<file path="config.mk">
export PLATFORM = sky130hd
export DESIGN_NAME = flow_profile_loader_player
export DESIGN_NICKNAME = d
export VERILOG_FILES = /design/src/rtl/flp_pkg.sv /design/src/rtl/flow_profile_loader_player.sv
export SDC_FILE = /design/constraint.sdc
export NUM_CORES = 1
export LEC_CHECK = 0
export BUFFER_PORTS_ARGS = -buffer_cell sky130_fd_sc_hd__buf_2
export CAP_MARGIN = 0
export CORE_AREA = 2 2 194 196
export CTS_CLUSTER_SIZE = 8
export DETAILED_ROUTE_END_ITERATION = 7
export DIE_AREA = 0 0 196 198
export GPL_TIMING_DRIVEN = 0
export PLACE_DENSITY = 0.82
export SKIP_CTS_REPAIR_TIMING = 1
export SYNTH_ARGS = -nofsm -noshare
export SYNTH_HDL_FRONTEND = slang
export SYNTH_SLANG_ARGS = --single-unit
</file>
<file path="constraint.sdc">
create_clock -name clk_i -period 10.5 [get_ports clk_i]
set_clock_uncertainty 0.05 [all_clocks]
set_input_delay 1.575 -clock clk_i [delete_from_list [all_inputs] [get_ports clk_i]]
set_output_delay 1.575 -clock clk_i [all_outputs]
set_load 0.05 [all_outputs]
</file>
<file path="src/rtl/flp_pkg.sv">
// ----------------------------------------------------------------------------
// Flow profile loader/player package
// Shared constants, reset defaults and token parser phase codes.
// ----------------------------------------------------------------------------
`default_nettype none

package flp_pkg;

  // Default table depth and register reset
  localparam int unsigned   ProfilePointsDef = 50;
  localparam logic [15:0]   StepTicksRst     = 16'd40;

  // Serial characters
  localparam logic [7:0] CharLt    = 8'h3C;  // '<'
  localparam logic [7:0] CharGt    = 8'h3E;  // '>'
  localparam logic [7:0] CharComma = 8'h2C;  // ','
  localparam logic [7:0] CharPlus  = 8'h2B;  // '+'
  localparam logic [7:0] CharMinus = 8'h2D;  // '-'
  localparam logic [7:0] CharZero  = 8'h30;  // '0'
  localparam logic [7:0] CharNine  = 8'h39;  // '9'
  localparam logic [7:0] CharSpace = 8'h20;  // ' '
  localparam logic [7:0] CharTab   = 8'h09;  // first of TAB..CR
  localparam logic [7:0] CharCr    = 8'h0D;  // last of TAB..CR

  // Request kinds
  localparam logic ReqByte = 1'b0;
  localparam logic ReqTick = 1'b1;

  // Q30 fixed point constants for the reset sine profile
  localparam logic [63:0] PiQ30  = 64'd3373259426;
  localparam logic [63:0] OneQ30 = 64'd1 << 30;
  localparam logic [63:0] HalfQ30 = 64'd1 << 29;

  // Token parser phases
  typedef enum logic [3:0] {
    PH_SKIP   = 4'b0001,  // skipping leading whitespace
    PH_SIGN   = 4'b0010,  // sign seen
    PH_DIGITS = 4'b0100,  // accumulating digits
    PH_IGNORE = 4'b1000   // rest of token ignored
  } tok_phase_e;

endpackage

`default_nettype wire

</file>
<file path="src/rtl/flow_profile_loader_player.sv">
// ----------------------------------------------------------------------------
// Flow profile loader/player
// Plays a duty table on millisecond ticks and reloads it from serial text.
// ----------------------------------------------------------------------------
// Pipeline: each input word moves through the read stage, then the result register.
// Throughput: one input word per cycle unless the result register stalls; the
//   table memory's registered read port sets the extra stage ahead of the result register.
// Reset: all control state clears at once and the table reads as the half-wave
//   sine profile through per-entry valid bits; no clearing pass is needed.
// ----------------------------------------------------------------------------
`default_nettype none

module flow_profile_loader_player #(
  parameter int unsigned PROFILE_POINTS = flp_pkg::ProfilePointsDef
) (
  input  wire logic        clk_i,
  input  wire logic        rst_ni,
  // configuration: step_ticks
  input  wire logic        cfg_we_i,
  input  wire logic [15:0] cfg_wdata_i,
  // input words
  input  wire logic        in_valid_i,
  output logic             in_ready_o,
  input  wire logic        req_type_i,
  input  wire logic [7:0]  rx_byte_i,
  // result words
  output logic             out_valid_o,
  input  wire logic        out_ready_i,
  output logic [7:0]       motor_duty_o,
  output logic             duty_changed_o,
  output logic             receiving_o,
  output logic             profile_loaded_o
);

  import flp_pkg::*;

  // Table address width and write index width (write index saturates at depth)
  localparam int unsigned AddrW = (PROFILE_POINTS > 1) ? $clog2(PROFILE_POINTS) : 1;
  localparam int unsigned WidxW = $clog2(PROFILE_POINTS + 1);

  // --------------------------------------------------------------------------
  // Reset profile: round(255 * max(0, sin(2*pi*i/N))) in Q30, worked out at
  // elaboration per entry. A short Taylor/Horner series gives the sine.
  // --------------------------------------------------------------------------
  logic [7:0] sine_rom [PROFILE_POINTS];

  for (genvar gi = 0; gi < PROFILE_POINTS; gi++) begin : g_sine
    localparam int unsigned TwoI = 2 * gi;
    localparam int unsigned AngN = (TwoI >= PROFILE_POINTS) ? 0 :
        (((PROFILE_POINTS - TwoI) < TwoI) ? (PROFILE_POINTS - TwoI) : TwoI);
    localparam logic [63:0] X    = (PiQ30 * 64'(AngN)) / 64'(PROFILE_POINTS);
    localparam logic [63:0] X2   = (X * X) >> 30;
    localparam logic [63:0] Acc1 = OneQ30 - (((X2 * OneQ30) >> 30) / 156);
    localparam logic [63:0] Acc2 = OneQ30 - (((X2 * Acc1) >> 30) / 110);
    localparam logic [63:0] Acc3 = OneQ30 - (((X2 * Acc2) >> 30) / 72);
    localparam logic [63:0] Acc4 = OneQ30 - (((X2 * Acc3) >> 30) / 42);
    localparam logic [63:0] Acc5 = OneQ30 - (((X2 * Acc4) >> 30) / 20);
    localparam logic [63:0] Acc6 = OneQ30 - (((X2 * Acc5) >> 30) / 6);
    localparam logic [63:0] Sin  = (X * Acc6) >> 30;
    localparam logic [63:0] Rnd  = (Sin * 255 + HalfQ30) >> 30;
    localparam logic [7:0]  Val  = (TwoI >= PROFILE_POINTS) ? 8'd0 :
                                   ((Rnd > 255) ? 8'd255 : Rnd[7:0]);
    assign sine_rom[gi] = Val;
  end

  // --------------------------------------------------------------------------
  // Handshake and pipeline control
  // --------------------------------------------------------------------------
  logic s1_valid_q;
  logic out_valid_q;
  logic s1_adv;
  logic in_fire;

  // The read stage moves on when the result register is empty or draining
  assign s1_adv     = !out_valid_q || out_ready_i;
  assign in_ready_o = !s1_valid_q || s1_adv;
  assign in_fire    = in_valid_i && in_ready_o;

  // --------------------------------------------------------------------------
  // Control state
  // --------------------------------------------------------------------------
  logic [15:0]       step_q;
  logic [AddrW-1:0]  play_q, play_d;
  logic [15:0]       tick_q, tick_d;
  logic              recv_q, recv_d;
  logic [WidxW-1:0]  widx_q, widx_d;
  logic [7:0]        tval_q, tval_d;
  logic              topen_q, topen_d;
  logic              tneg_q, tneg_d;
  tok_phase_e        phase_q, phase_d;

  // Table memory ports and per-word flags
  logic              wr_en;
  logic [AddrW-1:0]  wr_addr;
  logic [7:0]        wr_data;
  logic              rd_en;
  logic [AddrW-1:0]  rd_addr;
  logic              changed;
  logic              loaded;

  // Character classes
  logic       is_digit;
  logic       is_space;
  logic [7:0] digit;
  logic [7:0] tok_result;
  logic       fin_ok;
  logic       tick_wrap;
  logic [AddrW:0] play_inc;

  assign is_digit   = (rx_byte_i >= CharZero) && (rx_byte_i <= CharNine);
  assign is_space   = (rx_byte_i == CharSpace) ||
                      ((rx_byte_i >= CharTab) && (rx_byte_i <= CharCr));
  assign digit      = rx_byte_i - CharZero;
  assign tok_result = tneg_q ? (8'd0 - tval_q) : tval_q;
  // A token is stored only if it saw a character and the table has room
  assign fin_ok     = topen_q && (widx_q < WidxW'(PROFILE_POINTS));
  assign tick_wrap  = ({1'b0, tick_q} + 17'd1) >= {1'b0, step_q};
  assign play_inc   = {1'b0, play_q} + {{AddrW{1'b0}}, 1'b1};

  assign wr_addr = widx_q[AddrW-1:0];
  assign wr_data = tok_result;

  always_comb begin
    play_d  = play_q;
    tick_d  = tick_q;
    recv_d  = recv_q;
    widx_d  = widx_q;
    tval_d  = tval_q;
    topen_d = topen_q;
    tneg_d  = tneg_q;
    phase_d = phase_q;
    wr_en   = 1'b0;
    rd_en   = 1'b0;
    rd_addr = '0;
    changed = 1'b0;
    loaded  = 1'b0;

    if (in_fire) begin
      if (req_type_i == ReqTick) begin
        // Ticks advance playback only in play mode
        if (!recv_q) begin
          if (tick_wrap) begin
            tick_d  = '0;
            play_d  = (play_inc >= (AddrW + 1)'(PROFILE_POINTS)) ? '0
                                                                 : play_inc[AddrW-1:0];
            rd_en   = 1'b1;
            rd_addr = play_d;
            changed = 1'b1;
          end else begin
            tick_d = tick_q + 16'd1;
          end
        end
      end else if (!recv_q) begin
        // In play mode only '<' matters: open a fresh load
        if (rx_byte_i == CharLt) begin
          recv_d  = 1'b1;
          widx_d  = '0;
          tval_d  = '0;
          topen_d = 1'b0;
          tneg_d  = 1'b0;
          phase_d = PH_SKIP;
        end
      end else if (rx_byte_i == CharGt || rx_byte_i == CharComma) begin
        // Close the current token
        if (fin_ok) begin
          wr_en  = 1'b1;
          widx_d = widx_q + WidxW'(1);
        end
        tval_d  = '0;
        topen_d = 1'b0;
        tneg_d  = 1'b0;
        phase_d = PH_SKIP;
        if (rx_byte_i == CharGt) begin
          // End of profile: restart playback at entry 0
          recv_d  = 1'b0;
          play_d  = '0;
          tick_d  = '0;
          rd_en   = 1'b1;
          rd_addr = '0;
          changed = 1'b1;
          loaded  = 1'b1;
        end
      end else begin
        topen_d = 1'b1;
        unique case (phase_q)
          PH_SKIP: begin
            if (is_space) begin
              phase_d = PH_SKIP;
            end else if (rx_byte_i == CharPlus || rx_byte_i == CharMinus) begin
              tneg_d  = (rx_byte_i == CharMinus);
              phase_d = PH_SIGN;
            end else if (is_digit) begin
              tval_d  = digit;
              phase_d = PH_DIGITS;
            end else begin
              phase_d = PH_IGNORE;
            end
          end
          PH_SIGN: begin
            if (is_digit) begin
              tval_d  = digit;
              phase_d = PH_DIGITS;
            end else begin
              phase_d = PH_IGNORE;
            end
          end
          PH_DIGITS: begin
            // value * 10 + digit, kept modulo 256
            if (is_digit) begin
              tval_d = {tval_q[4:0], 3'b000} + {tval_q[6:0], 1'b0} + digit;
            end else begin
              phase_d = PH_IGNORE;
            end
          end
          PH_IGNORE: begin
            phase_d = PH_IGNORE;
          end
          default: begin
            phase_d = PH_IGNORE;
          end
        endcase
      end
    end
  end

  always_ff @(posedge clk_i or negedge rst_ni) begin
    if (!rst_ni) begin
      step_q  <= StepTicksRst;
      play_q  <= '0;
      tick_q  <= '0;
      recv_q  <= 1'b0;
      widx_q  <= '0;
      tval_q  <= '0;
      topen_q <= 1'b0;
      tneg_q  <= 1'b0;
      phase_q <= PH_SKIP;
    end else begin
      if (cfg_we_i) begin
        step_q <= cfg_wdata_i;
      end
      play_q  <= play_d;
      tick_q  <= tick_d;
      recv_q  <= recv_d;
      widx_q  <= widx_d;
      tval_q  <= tval_d;
      topen_q <= topen_d;
      tneg_q  <= tneg_d;
      phase_q <= phase_d;
    end
  end

  // --------------------------------------------------------------------------
  // Profile table: one write port, one registered read port. Entries not yet
  // written read as the sine profile.
  // --------------------------------------------------------------------------
  logic [7:0]                mem [PROFILE_POINTS];
  logic [7:0]                mem_rd_q;
  logic [PROFILE_POINTS-1:0] written_q;

  always_ff @(posedge clk_i) begin
    if (wr_en) begin
      mem[wr_addr] <= wr_data;
    end
  end

  always_ff @(posedge clk_i) begin
    if (rd_en) begin
      mem_rd_q <= mem[rd_addr];
    end
  end

  always_ff @(posedge clk_i or negedge rst_ni) begin
    if (!rst_ni) begin
      written_q <= '0;
    end else if (wr_en) begin
      written_q[wr_addr] <= 1'b1;
    end
  end

  // --------------------------------------------------------------------------
  // Read stage: hold the flags of the word whose table read is in flight
  // --------------------------------------------------------------------------
  logic             s1_changed_q;
  logic             s1_recv_q;
  logic             s1_loaded_q;
  logic [AddrW-1:0] s1_addr_q;
  logic             s1_written_q;
  logic             s1_byp_q;
  logic [7:0]       s1_byp_data_q;
  logic [7:0]       s1_entry;

  always_ff @(posedge clk_i or negedge rst_ni) begin
    if (!rst_ni) begin
      s1_valid_q <= 1'b0;
    end else if (in_fire) begin
      s1_valid_q <= 1'b1;
    end else if (s1_adv) begin
      s1_valid_q <= 1'b0;
    end
  end

  always_ff @(posedge clk_i) begin
    if (in_fire) begin
      s1_changed_q  <= changed;
      s1_recv_q     <= recv_d;
      s1_loaded_q   <= loaded;
      s1_addr_q     <= rd_addr;
      s1_written_q  <= written_q[rd_addr];
      // '>' may store entry 0 in the same cycle that it reads it: forward
      s1_byp_q      <= wr_en && (wr_addr == rd_addr);
      s1_byp_data_q <= wr_data;
    end
  end

  assign s1_entry = s1_byp_q     ? s1_byp_data_q :
                    s1_written_q ? mem_rd_q      : sine_rom[s1_addr_q];

  // --------------------------------------------------------------------------
  // Result register; the motor duty lives here and updates in word order
  // --------------------------------------------------------------------------
  logic [7:0] duty_q;
  logic       changed_q;
  logic       recv_out_q;
  logic       loaded_q;

  always_ff @(posedge clk_i or negedge rst_ni) begin
    if (!rst_ni) begin
      out_valid_q <= 1'b0;
      duty_q      <= '0;
    end else if (s1_adv) begin
      out_valid_q <= s1_valid_q;
      if (s1_valid_q && s1_changed_q) begin
        duty_q <= s1_entry;
      end
    end
  end

  always_ff @(posedge clk_i) begin
    if (s1_adv && s1_valid_q) begin
      changed_q  <= s1_changed_q;
      recv_out_q <= s1_recv_q;
      loaded_q   <= s1_loaded_q;
    end
  end

  assign out_valid_o      = out_valid_q;
  assign motor_duty_o     = duty_q;
  assign duty_changed_o   = changed_q;
  assign receiving_o      = recv_out_q;
  assign profile_loaded_o = loaded_q;

`ifndef NO_ASSERTIONS
  // A finished load always applies a duty and leaves receive mode
  assert property (@(posedge clk_i) disable iff (!rst_ni)
    out_valid_o && profile_loaded_o |-> duty_changed_o && !receiving_o)
    else $error("load result without duty change or still receiving");

  // Table writes happen only while receiving
  assert property (@(posedge clk_i) disable iff (!rst_ni)
    wr_en |-> recv_q && in_fire)
    else $error("table write outside receive mode");

  // Write index saturates at the table depth
  assert property (@(posedge clk_i) disable iff (!rst_ni)
    widx_q <= WidxW'(PROFILE_POINTS))
    else $error("write index past table end");

  // Playback index stays inside the table
  assert property (@(posedge clk_i) disable iff (!rst_ni)
    (AddrW + 1)'(play_q) < (AddrW + 1)'(PROFILE_POINTS))
    else $error("play index past table end");

  // A word in the read stage is not dropped while results stall
  assert property (@(posedge clk_i) disable iff (!rst_ni)
    s1_valid_q && !s1_adv |=> s1_valid_q && $stable(s1_addr_q))
    else $error("read stage lost a word under backpressure");
`endif

endmodule

`default_nettype wire

</file>
=== Word-level counts from Yosys, hierarchy flattened ===
Memories as Yosys holds them, arrays and structs flattened. A register that Yosys moved wholly into a read port is not among the register bits.
Cells that the tools add are included.
W data, S select, Z words.

* Add/subtract/negate cells: 8
* Order comparisons: 11
* Equal/unequal tests: 21
* Mux-type cells: 76
* Bitwise logic cells: 3
* Reductions and logical operators: 29

{| class="wikitable"
|+ Operators with widths
! operator !! number
|-
| $mux W16 || 6
|-
| $mux W8 || 12
|-
| $mux W6 || 15
|-
| $or A50 B50 Y50 || 1
|-
| $eq A8 B6 Y1 const B || 6
|-
| $mux W1 || 32
|-
| $mux W4 || 7
|-
| $pmux W8 S3 || 1
|-
| $add A16 B1 Y17 const B || 1
|-
| $ge A17 B16 Y1 || 1
|-
| $add A16 B1 Y16 const B || 1
|-
| $add A8 B8 Y8 || 2
|-
| $ne A4 B4 Y1 const B || 4
|-
| $lt A6 B7 Y1 const B || 2
|-
| $pmux W4 S3 || 1
|-
| $reduce_and A6 Y1 || 2
|-
| $reduce_bool A2 Y1 || 6
|-
| $reduce_and A5 Y1 || 2
|-
| $ge A8 B4 Y1 const B || 1
|-
| $ge A8 B6 Y1 const B || 1
|-
| $le A8 B4 Y1 const B || 1
|-
| $le A8 B6 Y1 const B || 1
|-
| $logic_and A1 B1 Y1 || 8
|-
| $sub A1 B8 Y8 const A || 1
|-
| 26 further kinds || 33
|}

* Flip-flop bits (word level): 141
* RAM bits: 400
* Memory bits (read-only): 512
* Bits of input ports: 30
* Output and inout port bits: 13
* Memories kept: 2

{| class="wikitable"
|+ Memories
! memory !! words !! bits a word !! read ports !! clocked after memory_dff !! wr ports !! RTL line !! source
|-
| (no name shown) || 64 || 8 || 1 || 0 || 0 || flow_profile_loader_player.sv:316 || <nowiki>s1_written_q ? mem_rd_q : sine_rom[s1_addr_q];</nowiki>
|-
| mem || 50 || 8 || 1 || 1 || 1 || flow_profile_loader_player.sv:256 || <nowiki>logic [7:0] mem [PROFILE_POINTS];</nowiki>
|}

=== Depth between registers and ports, before layout ===
Gate-level depths: netlist of run 1.

* Word-level depth: 9
* Mapped depth: 20
* Gate-level depth less buffers: 17

=== Least setup slack after synthesis of run 1 ===
OpenSTA, ideal clock, no wires.

* Path type: register to register
* Start: register tick_q[2]
* End: register mem_rd_q[2] (read register of mem), data pin
* Data arrival time: 4004 ps
* Path slack: 6174 ps
* Cell stages (with the launch flop): 20
* Period minus slack after synthesis: 4326 ps
* Cells stage by stage: dfrtp_1 -> and3_1 -> and3_1 -> and3_1 -> clkbuf_1 -> nand3_1 -> nor3_1 -> xor2_1 -> ha_1 -> nand3_1 -> nor3_1 -> nand4_1 -> and4_1 -> clkbuf_1 -> buf_2 -> a2111oi_0 -> o21ai_0 -> a32o_1 -> o31ai_1 -> a222oi_1

* Longest elaborated chain between the ends: 6

{| class="wikitable"
|+ Ends and longest elaborated chain
! element !! RTL line !! source
|-
| start: declaration || flow_profile_loader_player.sv:84 || <nowiki>logic [15:0] tick_q, tick_d;</nowiki>
|-
| start signal: assignment || flow_profile_loader_player.sv:242 || <nowiki>tick_q <= tick_d;</nowiki>
|-
| $add A16 B1 Y17 (*) || flow_profile_loader_player.sv:117 || <nowiki>assign tick_wrap = ({1'b0, tick_q} + 17'd1) >= {1'b0, step_q};</nowiki>
|-
| $ge A17 B16 Y1 (*) || flow_profile_loader_player.sv:117 ||
|-
| $mux W6 / $mux W1 (equally long branches) || flow_profile_loader_player.sv:142 || <nowiki>if (tick_wrap) begin</nowiki>
|-
| $mux W6 / $mux W1 (equally long branches) || flow_profile_loader_player.sv:141 || <nowiki>if (!recv_q) begin</nowiki>
|-
| $mux W6 / $mux W1 (equally long branches) || flow_profile_loader_player.sv:139 || <nowiki>if (req_type_i == ReqTick) begin</nowiki>
|-
| $mux W6 / $mux W1 (equally long branches) || flow_profile_loader_player.sv:138 || <nowiki>if (in_fire) begin</nowiki>
|-
| end: declaration || flow_profile_loader_player.sv:257 || <nowiki>logic [7:0] mem_rd_q;</nowiki>
|}

Mark *: on every way between the ends. The rest lies on a longest branch, timed or not.
A chain may end at the register's enable or synchronous reset.

=== Worst setup path after layout of run 1 ===
* Start: register tick_q[2]
* End: register mem_rd_q[5] (read register of mem), data pin

* Longest elaborated chain between the ends: 6

{| class="wikitable"
|+ Ends and longest elaborated chain
! element !! RTL line !! source
|-
| $add A16 B1 Y17 || flow_profile_loader_player.sv:117 ||
|-
| $ge A17 B16 Y1 || flow_profile_loader_player.sv:117 ||
|-
| $mux W6 || flow_profile_loader_player.sv:142 ||
|-
| $mux W6 || flow_profile_loader_player.sv:141 ||
|-
| $mux W6 || flow_profile_loader_player.sv:139 ||
|-
| $mux W6 || flow_profile_loader_player.sv:138 ||
|-
| named net rd_addr[1] || flow_profile_loader_player.sv:97 || <nowiki>logic [AddrW-1:0] rd_addr;</nowiki>
|}

The timed path passes the listed nets, and every way through them passes these cells.

==> results of run 1 <==
==> layer usage <==
| metal | part of all wire, % | up-vias |
|---|---|---|
| met1 | 37 | 8304 |
| met2 | 46 | 1134 |
| li1 | - | 7233 |
| met5 | 0.058 | - |
| met3 | 12 | 231 |
| met4 | 4.2 | 6 |
==> synth_stat cells (7+ instances only) <==
library cell and number:
edfxtp_1 430, nand2_1 174, nor2_1 127, dfrtp_1 116
o22ai_1 112, o21ai_0 86, mux2i_1 57, nand3_1 53
clkbuf_1 51, a21oi_1 46, inv_1 45, or2_2 42
ha_1 38, xnor2_1 30, buf_2 29, a32oi_1 22
a211oi_1 19, nor3_1 17, o31ai_1 17, a2111oi_0 16
xor2_1 15, a22o_1 13, and3_1 12, nand2b_1 12
nor2b_1 12, o22a_1 12, a311oi_1 11, nand4_1 11
buf_4 10, a32o_1 9, o221a_2 9, or3_1 9
a222oi_1 8, a211o_1 7, a31oi_1 7, o221ai_1 7
==> worst paths after layout <==
check,end,cells after the start,slack [ps]
setup reg to reg,mem_rd_q[5],19,4020
hold / removal,profile_loaded_o,0,370
min in group asynchronous,tval_q[2],1,830
max in group asynchronous,written_q[30],2,8760
hold reg to reg,profile_loaded_o,0,370
setup / recovery,mem_rd_q[5],19,4020
==> power breakdown <==
part	total (mW)	internal, mW	switching, mW
combinational	0.217	0.0688	0.148
sequential	2.38	2.36	0.0237
clock	2.32	1.42	0.902
total	4.92	3.84	1.07
==> stage by stage <==
step | worst slack, ps | total power, mW
floorplan | 6170 | 2.56
global placement | 3920 | 2.62
detailed placement | 4380 | 2.63
CTS | 4260 | 4.91
global route | 3870 | 5.04
finish | 4020 | 4.92
==> layout make-up <==
class | count | area, um2 | share of cell area (%)
well taps | 474 | 593 | 2.19
flip-flops and latches | 549 | 15900 | 58.6
repair buffers | 58 | 484 | 1.79
diodes | 2 | 5.00 | 0.0185
clock buffers | 137 | 2220 | 8.17
plain buffers | 99 | 462 | 1.70
multi-input cells | 1111 | 7230 | 26.7
clock inverters | 5 | 46.3 | 0.171
inverters | 49 | 184 | 0.678
==> cells by family after synthesis <==
logic type	synth area share, %
compound gates	13.5
xor+xnor	1.66
fa+ha+maj	2.43
buf+inv	2.72
flops	67.0
mux	2.64
simple gates	10.0
==> state kept, by name, indices dropped and copies added (netlist names), 4 cells and up <==
signal / flops
play_q: 6
widx_q: 6
mem_rd_q: 8
s1_byp_data_q: 8
step_q: 16
motor_duty_o: 8
written_q: 50
phase_q: 4
mem: 400
s1_addr_q: 6
tick_q: 16
tval_q: 8
==> flow_summary.json, run 1 <==
{
  "syn_area_um2": 23700,
  "async_flop_share_pct": 21.7,
  "synth_top_cells_by_area": "edfxtp_1 54%, dfrtp_1 12%, o22ai_1 3.0%, nand2_1 2.8%, mux2i_1 2.4%",
  "setup.worst_path.class": "register to register",
  "worstHoldPathType": "register to register",
  "die_w_um": 196,
  "clock_path_buffers": 3,
  "port_buffers": 42,
  "critPathLaunch": "tick_q[2]",
  "cp_slowest_stage_delay_ps": 880,
  "yosysUniqueCellTypes": 84,
  "p_leak_nw": 11.1,
  "path_max_fanout": 10,
  "cts_inserted_buffers": 78,
  "synth_edf_count": 430,
  "ys_seq_elements": 549,
  "fin_tns_setup_ps": 0,
  "start_util_pct": 64.2,
  "io_pins": 43,
  "final_cells": 2484,
  "placedCellCount": 2340,
  "required_ps": 10700,
  "cts.htree.levels": 3,
  "nFillCells": 2288,
  "syn_inst": 1808,
  "path_common_cell": "and3_1",
  "dieArea_um2": 38800,
  "layout-drive-gt1-share_pct": 13.5,
  "r2r_start": "tick_q[2]",
  "dpl-instance-area_um2": 24800,
  "grt_pass1_wl_um": 99000,
  "yosysWarnings": 0,
  "finalNetCount": 2019,
  "layout_common_cells": "430 x edfxtp_1, 174 x nand2_1, 127 x nor2_1, 115 x dfrtp_1, 112 x o22ai_1",
  "status": "completed",
  "worstPathArrival_ps": 6680,
  "synthFlopType": "edfxtp_1",
  "path_cells": "and3_1 > and3_1 > and3_1 > clkbuf_1 > nand3_1 > nor3_1 > xor2_1 > ha_1 > nand3_1 > nor3_1 > nand4_1 > and4_1 > clkbuf_1 > a21oi_1 > buf_2 > nand2_2 > o22ai_1 > o31ai_1 > a222oi_1",
  "met2_usage_pct": 53.8,
  "totalWireLength_um": 66000,
  "drt_iter0_drc": 2468,
  "grtUsageMet3_pct": 10.1,
  "maxCapViolations": 0,
  "drt-pass1-iter-count": 8,
  "final_area_um2": 27100,
  "avgSynthCellArea_um2": 13.1,
  "cts.reportedPaths.clkPinSlew_ps": 50,
  "gp_congestion": 0.985,
  "ant_nets": 0,
  "core_region_area_um2": 37000,
  "avgRoutedWirePerCell_um": 26.6,
  "synth_top_area_cell": "edfxtp_1",
  "antenna_found_initial": 3,
  "seq_area_frac_synth_pct": 67.0,
  "final-hold-violation-count": 0,
  "root_buffer": "clkbuf_16",
  "setup_viol": 0,
  "relSlewSlack_pct": 13.6,
  "rows": 71,
  "worstSetupStartpointType": "register",
  "min_from": "s1_loaded_q",
  "cts_tree": "built",
  "cp_slowest_cell": "a222oi_1",
  "clk-insertion-delay-late_ps": 600,
  "vias": 16900,
  "use_met1_pct": 46.0,
  "crit_buf_inv": 3,
  "drc_errors": 0,
  "busiest_layer": "met2",
  "crit_family": "simple AND/OR/NAND/NOR gates",
  "hpwl_um": 44600,
  "grt_pass1_vias": 16500,
  "period_share_pct": 61.7,
  "synth_fp_nets": 1881,
  "rsz0062_at_grt": "false",
  "final_core_util_pct": 73.4,
  "final_max_slew_viol_count": 0,
  "vdd_drop_max_v": 0.000212,
  "gr-total-overflow": 0,
  "layout_commonest_cell": "edfxtp_1",
  "grt_max_degree": 85,
  "synth_top_area_share_pct": 54.5,
  "tightest_slew_ps": 1290,
  "vias_per_cell": 6.81,
  "cp-end-kind": "register",
  "area_growth_pct": 14.3,
  "fin_crit_ps": 6480,
  "fmax_mhz": 154,
  "grt_usage_pct": 34.6,
  "p_per_area_nw_per_um2": 181,
  "cts_sinks": 549,
  "whs_ps": 372,
  "die_y_um": 198
}
Power figures use the tool's default switching activity.
==> inputs of run 2 (changes only) <==
--- a/config.mk
+++ b/config.mk
@@ -5,14 +5,15 @@
 export SDC_FILE = /design/constraint.sdc
 export NUM_CORES = 1
 export LEC_CHECK = 0
+export ABC_AREA = 1
 export BUFFER_PORTS_ARGS = -buffer_cell sky130_fd_sc_hd__buf_2
 export CAP_MARGIN = 0
-export CORE_AREA = 2 2 194 196
+export CORE_AREA = 2 2 205 207
 export CTS_CLUSTER_SIZE = 8
 export DETAILED_ROUTE_END_ITERATION = 7
-export DIE_AREA = 0 0 196 198
+export DIE_AREA = 0 0 207 209
 export GPL_TIMING_DRIVEN = 0
-export PLACE_DENSITY = 0.82
+export PLACE_DENSITY = 0.79
 export SKIP_CTS_REPAIR_TIMING = 1
 export SYNTH_ARGS = -nofsm -noshare
 export SYNTH_HDL_FRONTEND = slang
==> constraint.sdc (replaced) <==
create_clock -name clk_i -period 6.01 [get_ports clk_i]
set_clock_uncertainty 0.05 [all_clocks]
set_input_delay 0.9015 -clock clk_i [delete_from_list [all_inputs] [get_ports clk_i]]
set_output_delay 0.9015 -clock clk_i [all_outputs]
set_load 0.05 [all_outputs]
==> run 2 against run 1 <==
Flip-flop and latch count is the same. Setup slack got worse by 3400 ps. Hold slack worse by 240 ps. Non-clock buffer count grew 15. Critical path depth rose by 11. Clock power rose by 74%. Routed wire length is 2.1% higher. First-iteration DRC count grew 0.20%. Power is 97% higher. Global-route usage fell by 3.3 points. Combinational power rose to 6.2 times the previous value. Critical path type unchanged.
==> flow_summary.json, run 2 <==
{
  "setup_viol": 0,
  "grt_pass1_vias": 19300,
  "cts_sinks": 549,
  "ys_seq_elements": 549,
  "hpwl_um": 45600,
  "path_common_cell": "nand2_1",
  "rows": 75,
  "io_pins": 43,
  "grt_max_degree": 91,
  "fmax_mhz": 187,
  "core_region_area_um2": 41300,
  "crit_family": "simple AND/OR/NAND/NOR gates",
  "regMostFlops": "mem",
  "clock_path_buffers": 3,
  "setup.worst_path.class": "register to register",
  "maxCapViolations": 0,
  "post-synth-top-count-cell": "nand2_1",
  "synth_edf_count": 430,
  "worstPathArrival_ps": 5640,
  "layout-drive-gt1-share_pct": 9.82,
  "yosysUniqueCellTypes": 55,
  "vias": 19500,
  "layout_commonest_cell": "nand2_1",
  "antenna_found_initial": 0,
  "syn_area_um2": 25500,
  "avgSynthCellArea_um2": 10.0,
  "relSlewSlack_pct": 12.3,
  "ant_nets": 0,
  "p_per_area_nw_per_um2": 335,
  "dieArea_um2": 43300,
  "num_antenna_cells": 0,
  "synth_top_cells_by_area": "edfxtp_1 51%, dfrtp_1 11%, nand2_1 7.6%, nand3_1 4.9%, inv_1 4.6%",
  "path_max_fanout": 10,
  "cp_slowest_cell": "dfrtp_1",
  "area_growth_pct": 13.5,
  "required_ps": 6290,
  "clk-insertion-delay-late_ps": 610,
  "worstSetupStartpointType": "register",
  "port_buffers": 42,
  "status": "completed",
  "tightest_slew_ps": 1310,
  "crit_buf_inv": 4,
  "final_core_util_pct": 70.0,
  "final-hold-violation-count": 0,
  "vias_per_cell": 5.97,
  "cp-end-kind": "register",
  "async_flop_share_pct": 21.7,
  "cts.htree.levels": 3,
  "synthTopCellsByCount": "518 x nand2_1, 430 x edfxtp_1, 310 x inv_1",
  "place_ws_ps": 832,
  "worstHoldPathType": "primary input to asynchronous set/reset pin",
  "grt_pass1_wl_um": 105000,
  "synthFlopType": "edfxtp_1",
  "seq_area_frac_synth_pct": 62.4,
  "fin_crit_ps": 5350,
  "finalNetCount": 2742,
  "setup_ws_ps": 656,
  "die_y_um": 209,
  "cp_slowest_stage_delay_ps": 390,
  "drc_errors": 0,
  "gp_congestion": 0.938,
  "largest_reg_flops": 400,
  "grt_usage_pct": 31.3,
  "syn_inst": 2538,
  "synth_top_area_cell": "edfxtp_1",
  "cts.reportedPaths.clkPinSlew_ps": 50,
  "final_max_slew_viol_count": 0,
  "start_util_pct": 61.6,
  "avgRoutedWirePerCell_um": 20.7,
  "yosysWarnings": 0,
  "drt-pass1-iter-count": 7,
  "synth_fp_nets": 2611,
  "p_leak_nw": 11.9,
  "totalWireLength_um": 67400,
  "cts_inserted_buffers": 78,
  "gr-total-overflow": 0,
  "vdd_drop_max_v": 0.000203,
  "layout_common_cells": "518 x nand2_1, 430 x edfxtp_1, 309 x inv_1, 267 x nor2_1, 251 x nand3_1",
  "largest_registers": "mem: 400 flops, written_q: 50 flops",
  "cts_tree": "built",
  "rsz0062_at_grt": "false",
  "period_share_pct": 89.1,
  "synth_top_area_share_pct": 50.7,
  "drt_iter0_drc": 2473,
  "total_power_mw": 9.66,
  "die_w_um": 207,
  "root_buffer": "clkbuf_16"
}
run 2: final timing paths:
kind                            slack, ps  startpoint            end  depth (start not counted)
worst max-delay path                  660   tick_q[2]    mem_rd_q[6]                         30
worst min-delay path                  130      rst_ni      step_q[6]                          1
worst max register to register        660   tick_q[2]    mem_rd_q[6]                         30
worst min register to register        370   s1_recv_q    receiving_o                          0
max in group asynchronous            4990      rst_ni  written_q[24]                          2
min in group clk_i                    370   s1_recv_q    receiving_o                          0
run 2: logic make-up (layout without fill, tap and decap cells):
family	after synthesis	count (layout)	synth area share (%)
and+or+nand+nor	1107	1107	18.5
DFF	549	549	62.4
buffers and inverters	442	623	7.30
AOI/OAI and AO/OA	368	368	8.54
adders and majority gates	43	43	2.26
xor gates and xnor gates	28	28	0.963
muxes	1	1	0.0442
run 2: final cells by class:
class                      instances  area [um2]
multi-input combinational       1547        7810
buffer                           121         648
clock inverter                     7         101
fill                            2953       12400
clock buffer                     123        2140
tap                              539         674
timing repair buffer              51         404
inverter                         321        1210
sequential                       549       15900
run 2: report_power, final:
part / internal [mW] / total, mW / switching (mW)
sequential: 4.19 / 4.28 / 0.0920
combinational: 0.365 / 1.35 / 0.983
clock: 2.43 / 4.03 / 1.60
run 2: through the flow:
| step | TNS (ps) | area [um2] | hold slack [ps] | cells |
|---|---|---|---|---|
| floorplan | 0 | 25500 | 350 | 2538 |
| global placement | -301890 | 26300 | 356 | 3119 |
| detailed placement | 0 | 26600 | 355 | 3128 |
| CTS | 0 | 28900 | 117 | 3258 |
| global route | 0 | 28900 | 143 | 3258 |
| finish | 0 | 28900 | 134 | 3258 |
run 2: layer usage:
metal | GRT usage (%) | wire length [um] | vias to the layer above | share of wire (%)
met2 | 50.1 | 31600 | 1182 | 47
li1 | - | - | 8777 | -
met5 | 0 | 0 | - | 0
met1 | 41.7 | 26000 | 9260 | 39
met4 | 14.9 | 2900 | 0 | 4.3
met3 | 5.88 | 6940 | 235 | 10
